## src/sv/srs_pkg.sv

```systemverilog
// shared types, constants and character tables of the s19 encoder
package srs_pkg;

    localparam int FILL_W = 6;
    localparam int ADDR_W = 16;

    localparam logic [7:0] CHAR_S      = 8'h53;
    localparam logic [7:0] CHAR_NL     = 8'h0A;
    localparam logic [7:0] KIND_S0     = 8'h30;
    localparam logic [7:0] KIND_S1     = 8'h31;
    localparam logic [7:0] KIND_S9     = 8'h39;
    localparam logic [7:0] HDR_COUNT   = 8'd19;
    localparam logic [7:0] S9_COUNT    = 8'd3;
    localparam logic [5:0] HDR_NBYTES  = 6'd19;
    localparam logic [5:0] S9_NBYTES   = 6'd3;
    localparam logic [5:0] REC_OVERHD  = 6'd3;
    localparam logic [1:0] CNT_PAIR    = 2'd2;
    localparam logic [1:0] CNT_SINGLE  = 2'd1;

    // operation of the shared pair unit
    typedef enum logic [1:0] {
        OP_HEAD,
        OP_BYTE,
        OP_CHK,
        OP_NL
    } op_code_t;

    typedef struct packed {
        op_code_t   op;
        logic [7:0] kind_char;
        logic [7:0] data;
    } pair_req_t;

    typedef struct packed {
        logic [15:0] text;
        logic [1:0]  count;
        logic        line_end;
    } pair_rsp_t;

    // uppercase hex digit
    function automatic logic [7:0] hex_char(input logic [3:0] nib);
        logic [7:0] c;
        if (nib < 4'd10) begin
            c = 8'h30 + {4'h0, nib};
        end else begin
            c = 8'h37 + {4'h0, nib};
        end
        return c;
    endfunction

    // header text of the s0 record
    function automatic logic [7:0] hdr_char(input logic [3:0] pos);
        logic [7:0] c;
        unique case (pos)
            4'd0:  c = 8'h43; // C
            4'd1:  c = 8'h6F; // o
            4'd2:  c = 8'h6E; // n
            4'd3:  c = 8'h76; // v
            4'd4:  c = 8'h65; // e
            4'd5:  c = 8'h72; // r
            4'd6:  c = 8'h74; // t
            4'd7:  c = 8'h65; // e
            4'd8:  c = 8'h64; // d
            4'd9:  c = 8'h20; // space
            4'd10: c = 8'h62; // b
            4'd11: c = 8'h69; // i
            4'd12: c = 8'h6E; // n
            4'd13: c = 8'h61; // a
            4'd14: c = 8'h72; // r
            4'd15: c = 8'h79; // y
            default: c = 8'h00;
        endcase
        return c;
    endfunction

endpackage

```

## src/sv/srs_pair_unit.sv

```systemverilog
// shared unit: running checksum and hex encoding of one character pair
module srs_pair_unit
    import srs_pkg::*;
(
    input  pair_req_t  req,
    input  logic [7:0] sum_in,
    output pair_rsp_t  rsp,
    output logic [7:0] sum_out
);

    logic [7:0] chk;

    assign chk = ~sum_in;

    // one pair per operation, or a lone newline for OP_NL
    always_comb begin
        rsp     = '0;
        sum_out = sum_in;
        unique case (req.op)
            OP_HEAD: begin
                rsp.text  = {CHAR_S, req.kind_char};
                rsp.count = CNT_PAIR;
                sum_out   = 8'h00;
            end
            OP_BYTE: begin
                rsp.text  = {hex_char(req.data[7:4]), hex_char(req.data[3:0])};
                rsp.count = CNT_PAIR;
                sum_out   = sum_in + req.data;
            end
            OP_CHK: begin
                rsp.text  = {hex_char(chk[7:4]), hex_char(chk[3:0])};
                rsp.count = CNT_PAIR;
            end
            OP_NL: begin
                rsp.text     = {CHAR_NL, 8'h00};
                rsp.count    = CNT_SINGLE;
                rsp.line_end = 1'b1;
            end
            default: begin
                rsp = '0;
            end
        endcase
    end

endmodule

```

## src/sv/srecord_s19_encoder.sv

```systemverilog
// top level of the s19 encoder: record sequencer, byte buffer and config register
//
//  channel | dir | handshake          | payload
//  s_      | in  | s_tvalid/s_tready  | tdata data_byte, tuser has_data, tlast end_of_input
//  m_      | out | m_tvalid/m_tready  | tdata text_pair/char_count, tuser line_end, tlast last
//  apb     | in  | psel/penable       | start_address at byte address 0
//
// an item that causes no record is only accepted; else the sequencer emits one pair per
// cycle while m_tready does not stall, through the shared pair unit: the S and kind pair,
// byte pairs, checksum pair and a newline. s_tready is low while records are emitted.
// reset is synchronous, active low, and clears the sequencer and the header flag.
// a stall on m_tready holds the output register and the sequencer.
module srecord_s19_encoder
    import srs_pkg::*;
#(
    parameter int BYTES_PER_RECORD = 32
) (
    input  logic        aclk,
    input  logic        aresetn,
    // input item
    input  logic        s_tvalid,
    output logic        s_tready,
    input  logic [7:0]  s_tdata,   // [7:0] data_byte
    input  logic [0:0]  s_tuser,   // [0] has_data
    input  logic        s_tlast,   // end_of_input
    // result item
    output logic        m_tvalid,
    input  logic        m_tready,
    output logic [23:0] m_tdata,   // [15:0] text_pair, [17:16] char_count, zero above
    output logic [0:0]  m_tuser,   // [0] line_end
    output logic        m_tlast,   // last
    // configuration
    input  logic        psel,
    input  logic        penable,
    input  logic        pwrite,
    input  logic [2:0]  paddr,
    input  logic [31:0] pwdata,
    output logic [31:0] prdata,
    output logic        pready
);

    localparam int IW        = (BYTES_PER_RECORD > 1) ? $clog2(BYTES_PER_RECORD) : 1;
    localparam int BUF_DEPTH = 2 ** IW;
    localparam logic [FILL_W-1:0] BPR_F = FILL_W'(BYTES_PER_RECORD);

    typedef enum logic {ST_IDLE, ST_RUN} state_t;
    typedef enum logic [1:0] {PH_HEAD, PH_BYTE, PH_CHK, PH_NL} phase_t;
    typedef enum logic [1:0] {REC_S0, REC_S1, REC_S9} rec_t;

    state_t              state_reg, state_next;
    phase_t              phase_reg, phase_next;
    rec_t                rec_reg, rec_next;
    logic [5:0]          idx_reg, idx_next;
    logic [7:0]          sum_reg, sum_next;
    logic                s1_pend_reg, s1_pend_next;
    logic                s9_pend_reg, s9_pend_next;
    logic [FILL_W-1:0]   fill_reg, fill_next;
    logic [ADDR_W-1:0]   addr_reg, addr_next;
    logic                hdr_done_reg, hdr_done_next;
    logic [ADDR_W-1:0]   start_reg, start_next;
    logic [15:0]         out_text_reg, out_text_next;
    logic [1:0]          out_cnt_reg, out_cnt_next;
    logic                out_le_reg, out_le_next;
    logic                out_last_reg, out_last_next;
    logic                out_valid_reg, out_valid_next;

    logic [7:0]          buf_mem [BUF_DEPTH];

    logic                s_accept, step, cfg_we;
    logic [FILL_W-1:0]   f0, f1;
    logic                full_flush, s1_due;
    logic [5:0]          idx_m3, n_bytes;
    logic [7:0]          cur_byte, kind_char;
    logic                has_next;
    rec_t                next_rec;
    pair_req_t           req;
    pair_rsp_t           rsp;
    logic [7:0]          unit_sum;

    assign s_tready = (state_reg == ST_IDLE);
    assign s_accept = s_tvalid && s_tready;
    assign step     = (state_reg == ST_RUN) && (!out_valid_reg || m_tready);
    assign cfg_we   = psel && penable && pwrite && (paddr[2] == 1'b0);

    assign pready   = 1'b1;
    assign prdata   = (paddr[2] == 1'b0) ? {16'h0000, start_reg} : 32'h0;

    assign m_tvalid = out_valid_reg;
    assign m_tdata  = {6'b0, out_cnt_reg, out_text_reg};
    assign m_tuser  = out_le_reg;
    assign m_tlast  = out_last_reg;

    // fill after this item and whether an s1 record is due
    assign f0         = hdr_done_reg ? fill_reg : '0;
    assign f1         = s_tuser[0] ? (f0 + FILL_W'(1)) : f0;
    assign full_flush = s_tuser[0] && (f1 >= BPR_F);
    assign s1_due     = full_flush || (s_tlast && (f1 != '0));

    // byte of the current record at the current index
    assign idx_m3 = idx_reg - REC_OVERHD;
    always_comb begin
        cur_byte  = 8'h00;
        n_bytes   = S9_NBYTES;
        kind_char = KIND_S9;
        unique case (rec_reg)
            REC_S0: begin
                n_bytes   = HDR_NBYTES;
                kind_char = KIND_S0;
                priority if (idx_reg == 6'd0) begin
                    cur_byte = HDR_COUNT;
                end else if (idx_reg < REC_OVERHD) begin
                    cur_byte = 8'h00;
                end else begin
                    cur_byte = hdr_char(idx_m3[3:0]);
                end
            end
            REC_S1: begin
                n_bytes   = fill_reg + REC_OVERHD;
                kind_char = KIND_S1;
                priority if (idx_reg == 6'd0) begin
                    cur_byte = {2'b00, n_bytes};
                end else if (idx_reg == 6'd1) begin
                    cur_byte = addr_reg[15:8];
                end else if (idx_reg == 6'd2) begin
                    cur_byte = addr_reg[7:0];
                end else begin
                    cur_byte = buf_mem[idx_m3[IW-1:0]];
                end
            end
            REC_S9: begin
                priority if (idx_reg == 6'd0) begin
                    cur_byte = S9_COUNT;
                end else if (idx_reg == 6'd1) begin
                    cur_byte = start_reg[15:8];
                end else begin
                    cur_byte = start_reg[7:0];
                end
            end
            default: begin
                cur_byte = 8'h00;
            end
        endcase
    end

    // record that follows the current one
    always_comb begin
        has_next = 1'b0;
        next_rec = REC_S9;
        unique case (rec_reg)
            REC_S0: begin
                has_next = s1_pend_reg || s9_pend_reg;
                next_rec = s1_pend_reg ? REC_S1 : REC_S9;
            end
            REC_S1: begin
                has_next = s9_pend_reg;
            end
            default: begin
                has_next = 1'b0;
            end
        endcase
    end

    // request to the shared pair unit
    always_comb begin
        req.kind_char = kind_char;
        req.data      = cur_byte;
        unique case (phase_reg)
            PH_HEAD: req.op = OP_HEAD;
            PH_BYTE: req.op = OP_BYTE;
            PH_CHK:  req.op = OP_CHK;
            default: req.op = OP_NL;
        endcase
    end

    srs_pair_unit u_pair (
        .req     (req),
        .sum_in  (sum_reg),
        .rsp     (rsp),
        .sum_out (unit_sum)
    );

    // sequencer next state
    always_comb begin
        state_next     = state_reg;
        phase_next     = phase_reg;
        rec_next       = rec_reg;
        idx_next       = idx_reg;
        sum_next       = sum_reg;
        s1_pend_next   = s1_pend_reg;
        s9_pend_next   = s9_pend_reg;
        fill_next      = fill_reg;
        addr_next      = addr_reg;
        hdr_done_next  = hdr_done_reg;
        start_next     = cfg_we ? pwdata[15:0] : start_reg;
        out_text_next  = out_text_reg;
        out_cnt_next   = out_cnt_reg;
        out_le_next    = out_le_reg;
        out_last_next  = out_last_reg;
        out_valid_next = out_valid_reg && !m_tready;

        // accept: plan the records of this item
        if (s_accept) begin
            fill_next     = f1;
            s1_pend_next  = s1_due;
            s9_pend_next  = s_tlast;
            hdr_done_next = !s_tlast;
            if (!hdr_done_reg) begin
                addr_next = start_reg;
            end
            if (!hdr_done_reg || s1_due || s_tlast) begin
                state_next = ST_RUN;
                phase_next = PH_HEAD;
                priority if (!hdr_done_reg) begin
                    rec_next = REC_S0;
                end else if (s1_due) begin
                    rec_next = REC_S1;
                end else begin
                    rec_next = REC_S9;
                end
            end
        end

        // emit one pair or the newline
        if (step) begin
            out_valid_next = 1'b1;
            out_text_next  = rsp.text;
            out_cnt_next   = rsp.count;
            out_le_next    = rsp.line_end;
            out_last_next  = 1'b0;
            sum_next       = unit_sum;
            unique case (phase_reg)
                PH_HEAD: begin
                    phase_next = PH_BYTE;
                    idx_next   = 6'd0;
                end
                PH_BYTE: begin
                    if (idx_reg == n_bytes - 6'd1) begin
                        phase_next = PH_CHK;
                    end else begin
                        idx_next = idx_reg + 6'd1;
                    end
                end
                PH_CHK: begin
                    phase_next = PH_NL;
                end
                default: begin
                    out_last_next = !has_next;
                    if (rec_reg == REC_S1) begin
                        addr_next    = addr_reg + {{(ADDR_W-FILL_W){1'b0}}, fill_reg};
                        fill_next    = '0;
                        s1_pend_next = 1'b0;
                    end
                    if (rec_reg == REC_S9) begin
                        s9_pend_next = 1'b0;
                        fill_next    = '0;
                    end
                    if (has_next) begin
                        rec_next   = next_rec;
                        phase_next = PH_HEAD;
                    end else begin
                        state_next = ST_IDLE;
                    end
                end
            endcase
        end
    end

    // state and registered outputs
    always_ff @(posedge aclk) begin
        if (!aresetn) begin
            state_reg     <= ST_IDLE;
            phase_reg     <= PH_HEAD;
            rec_reg       <= REC_S0;
            idx_reg       <= '0;
            s1_pend_reg   <= 1'b0;
            s9_pend_reg   <= 1'b0;
            fill_reg      <= '0;
            addr_reg      <= '0;
            hdr_done_reg  <= 1'b0;
            start_reg     <= '0;
            out_valid_reg <= 1'b0;
        end else begin
            state_reg     <= state_next;
            phase_reg     <= phase_next;
            rec_reg       <= rec_next;
            idx_reg       <= idx_next;
            s1_pend_reg   <= s1_pend_next;
            s9_pend_reg   <= s9_pend_next;
            fill_reg      <= fill_next;
            addr_reg      <= addr_next;
            hdr_done_reg  <= hdr_done_next;
            start_reg     <= start_next;
            out_valid_reg <= out_valid_next;
        end
        sum_reg      <= sum_next;
        out_text_reg <= out_text_next;
        out_cnt_reg  <= out_cnt_next;
        out_le_reg   <= out_le_next;
        out_last_reg <= out_last_next;
    end

    // record buffer write
    always_ff @(posedge aclk) begin
        if (s_accept && s_tuser[0]) begin
            buf_mem[f0[IW-1:0]] <= s_tdata;
        end
    end

endmodule

```

## config.mk

```make
export PLATFORM = sky130hd
export DESIGN_NAME = srecord_s19_encoder
export DESIGN_NICKNAME = d
export VERILOG_FILES = /design/src/sv/srs_pkg.sv /design/src/sv/srs_pair_unit.sv /design/src/sv/srecord_s19_encoder.sv
export SDC_FILE = /design/constraint.sdc
export NUM_CORES = 1
export LEC_CHECK = 0
export BUFFER_PORTS_ARGS = -buffer_cell sky130_fd_sc_hd__buf_2
export CAP_MARGIN = 20
export CORE_MARGIN = 4
export CORE_UTILIZATION = 65
export CTS_BUF_LIST = sky130_fd_sc_hd__clkbuf_2 sky130_fd_sc_hd__clkbuf_4 sky130_fd_sc_hd__clkbuf_8
export CTS_CLUSTER_SIZE = 40
export DETAILED_ROUTE_END_ITERATION = 10
export GPL_TIMING_DRIVEN = 1
export PLACE_DENSITY = 0.85
export SLEW_MARGIN = 25
export SYNTH_ARGS = -nofsm -noshare
export SYNTH_HDL_FRONTEND = slang
export SYNTH_SLANG_ARGS = --single-unit
export TNS_END_PERCENT = 30
```

## constraint.sdc

```tcl
create_clock -name aclk -period 9.6 [get_ports aclk]
set_clock_uncertainty 0.1 [all_clocks]
set_input_delay 0.96 -clock aclk [delete_from_list [all_inputs] [get_ports aclk]]
set_output_delay 0.96 -clock aclk [all_outputs]
set_load 0.05 [all_outputs]
```

==> impl_metrics.ini <==
[drt]
route.detailed.drc = 0
wl_met3_um = 3206
antenna_left = 0
drt_iter0_drc = 1091
routed_wl_um = 35730
first_pass_iters = 6
vias = 10060
wl_met2_um = 17240
via_per_inst = 6.408
wl_per_cell_um = 22.76
drt-met1-wl_um = 14300
dr.max_layer_used = met4

[finish]
fin_cells = 1570
fill_cells = 1542
layout_commonest_cell = edfxtp_1
largest_register_ffs = 256
syn_to_final_growth_pct = 8.679
nets = 1298
drive_above_1_share_pct = 19.58
diodes = 0
final_cell_mix = edfxtp_1, nand2_1, nor2_1
fin_area_um2 = 17220

[sta]
fin_crit_ns = 6.080
worstMarginPinSlew_ns = 0.9515
fin_crit_sh_pct = 63.33
finalMaxSlewViolations = 0
slew_headroom_pct = 36.33
hold_slack_ns = 0.3950
grt_setup_unrepaired = false
fmax_ghz = 0.1645
setup_tns_ns = 0
timing_hold_violations_final = 0
finalSetupViolations = 0

[pwr]
peakVddDrop_mv = 0.1795
power_leakage_nw = 5.770
switching_share_pct = 23.77
clock_power_share_pct = 38.2
power.density_nw_per_um2 = 169.0
total_power_mw = 2.910
p_seq_share_pct = 55.1
pwr-share-comb_pct = 6.7
p_int_mw = 2.219
p_switching_uw = 691.7

[synth]
synth_edf_count = 281
synth_warnings = 0
synth.distinct_cells = 90
netlist_area_um2 = 15840
synth_seq_area_share_pct = 59.95
synth.avg_cell_area_um2 = 13.84
synth_ff_type = edfxtp_1
async_reset_ff_share_pct = 0
ys_ff_latch = 334
yosysTopAreaCell = edfxtp_1
synth_top_area_share_pct = 53.26
syn-instance-count = 1145
yosys-top-cells-area = edfxtp_1, mux4_2, dfxtp_1, nand2_1, ha_1

[critical_path]
critPathLaunchType = flip-flop
critPathMaxFanout = 36
cp.arrival_ns = 6.30
path_class = flip-flop to flip-flop
crit_required_ns = 9.82
endpoint_kind = flip-flop

[global_route]
grt_max_degree = 43
antenna_found_initial = 0
grt_pass1_wl_um = 56210
track_usage_pct = 27.27
grt_pass1_vias = 9798
overflow = 0

[status]
status = completed

[die]
num_rows = 56
io_pins = 113
die-area_um2 = 26940
start_util_pct = 66.70
die_h_um = 164.1
coreArea_um2 = 23750
dieWidth_um = 164.1

[cts]
cts_sinks = 334
cts.path.max_buffers = 3
root_buffer = clkbuf_8
postCtsSetupRepairBufs = 0
cts_buffers = 50
htreeDepth = 2
post_cts_resized = 0
clk_latency_ns = 0.59
cts_tree = built
hold_buffers = 0
clk_pin_slew_ns = 0.06

[placement]
io_buffer_count = 69
globalplace.congestion = 0.9105
dp.cells = 1481
dpl_cell_area_um2 = 16240
hpwl_um = 24250

[flow_run]
max_cap_viol_count = 0

[min_path]
min_path_type = flip-flop to flip-flop
## path summary, 6_finish.rpt
check,start,endpoint,slack (ns),cells after the start
worst max register to register,idx_reg[0],sum_reg[7],3.52,18
worst min-delay path,start_reg[2],start_reg[2],0.39,2
worst min register to register,start_reg[2],start_reg[2],0.39,2
worst max-delay path,idx_reg[0],sum_reg[7],3.52,18
## worst max-delay path: stages, from the launching register on
cell,delay (ns)
dfxtp_4,0.79
buf_4,0.60
ha_1,0.47
ha_1,0.48
buf_4,0.42
mux4_2,0.36
mux2i_1,0.30
mux2i_1,0.22
nor3_1,0.17
o31a_1,0.28
clkinv_1,0.19
ha_1,0.34
a21oi_1,0.24
o21bai_1,0.10
a21oi_1,0.21
o21ai_0,0.15
xnor2_1,0.18
xnor2_1,0.14
nor2_1,0.05
## power groups by stage
stage | combinational (mW) | sequential, mW | clock (mW)
6_report | 0.195 | 1.60 | 1.11
5_1_grt | 0.210 | 1.60 | 1.21
4_1_cts | 0.194 | 1.60 | 1.13
3_5_place_dp | 0.193 | 1.63 | 0
3_3_place_gp | 0.188 | 1.63 | 0
2_1_floorplan | 0.136 | 1.64 | 0
## Yosys cell counts (28+ instances only)
cell,count
nor2b_1,28
edfxtp_1,281
mux4_2,63
o21ai_0,35
nor2_1,79
a21oi_1,63
dfxtp_1,53
inv_1,31
ha_1,30
buf_4,28
nand2_1,110
clkbuf_1,33
## cells by family (layout without fill, tap and decap cells)
kind of cell | Yosys count | count (layout) | synth area share (%)
multiplexers | 96 | 96 | 12.50
AO/OA/AOI/OAI | 221 | 221 | 9.595
AND/OR/NAND/NOR | 313 | 313 | 9.540
other | 2 | 25 | 0.04740
adder cells (fa/ha/maj) | 32 | 32 | 2.622
flip-flops | 334 | 334 | 59.95
buffers and inverters | 119 | 202 | 4.051
XOR/XNOR | 28 | 28 | 1.690
## per-stage QoR
| stage | utilization [%] | setup WS (ns) |
|---|---|---|
| 2_1_floorplan | - | 4.834 |
| 3_3_place_gp | 68.36 | 3.773 |
| 3_5_place_dp | 68.36 | 3.619 |
| 4_1_cts | 72.41 | 3.483 |
| 5_1_grt | 72.49 | 3.092 |
| 6_report | 72.49 | 3.520 |
## cell type report
cell class / instances / area [um^2] / share of cell area [%]
multi-input combinational: 715 / 5811 / 33.75
timing repair buffer: 78 / 412.9 / 2.398
tap: 319 / 399.1 / 2.318
sequential: 334 / 9503 / 55.19
clock inverter: 26 / 170.2 / 0.9882
clock buffer: 63 / 792.0 / 4.600
inverter: 35 / 131.4 / 0.7630
## layer usage
layer / vias up / track usage, %
met1: 4959 / 38.43
met2: 487 / 44.07
met4: 0 / 8.197
met5: - / 0
li1: 4538 / -
met3: 77 / 5.019
No activity file was read; power rests on OpenSTA's default activity.
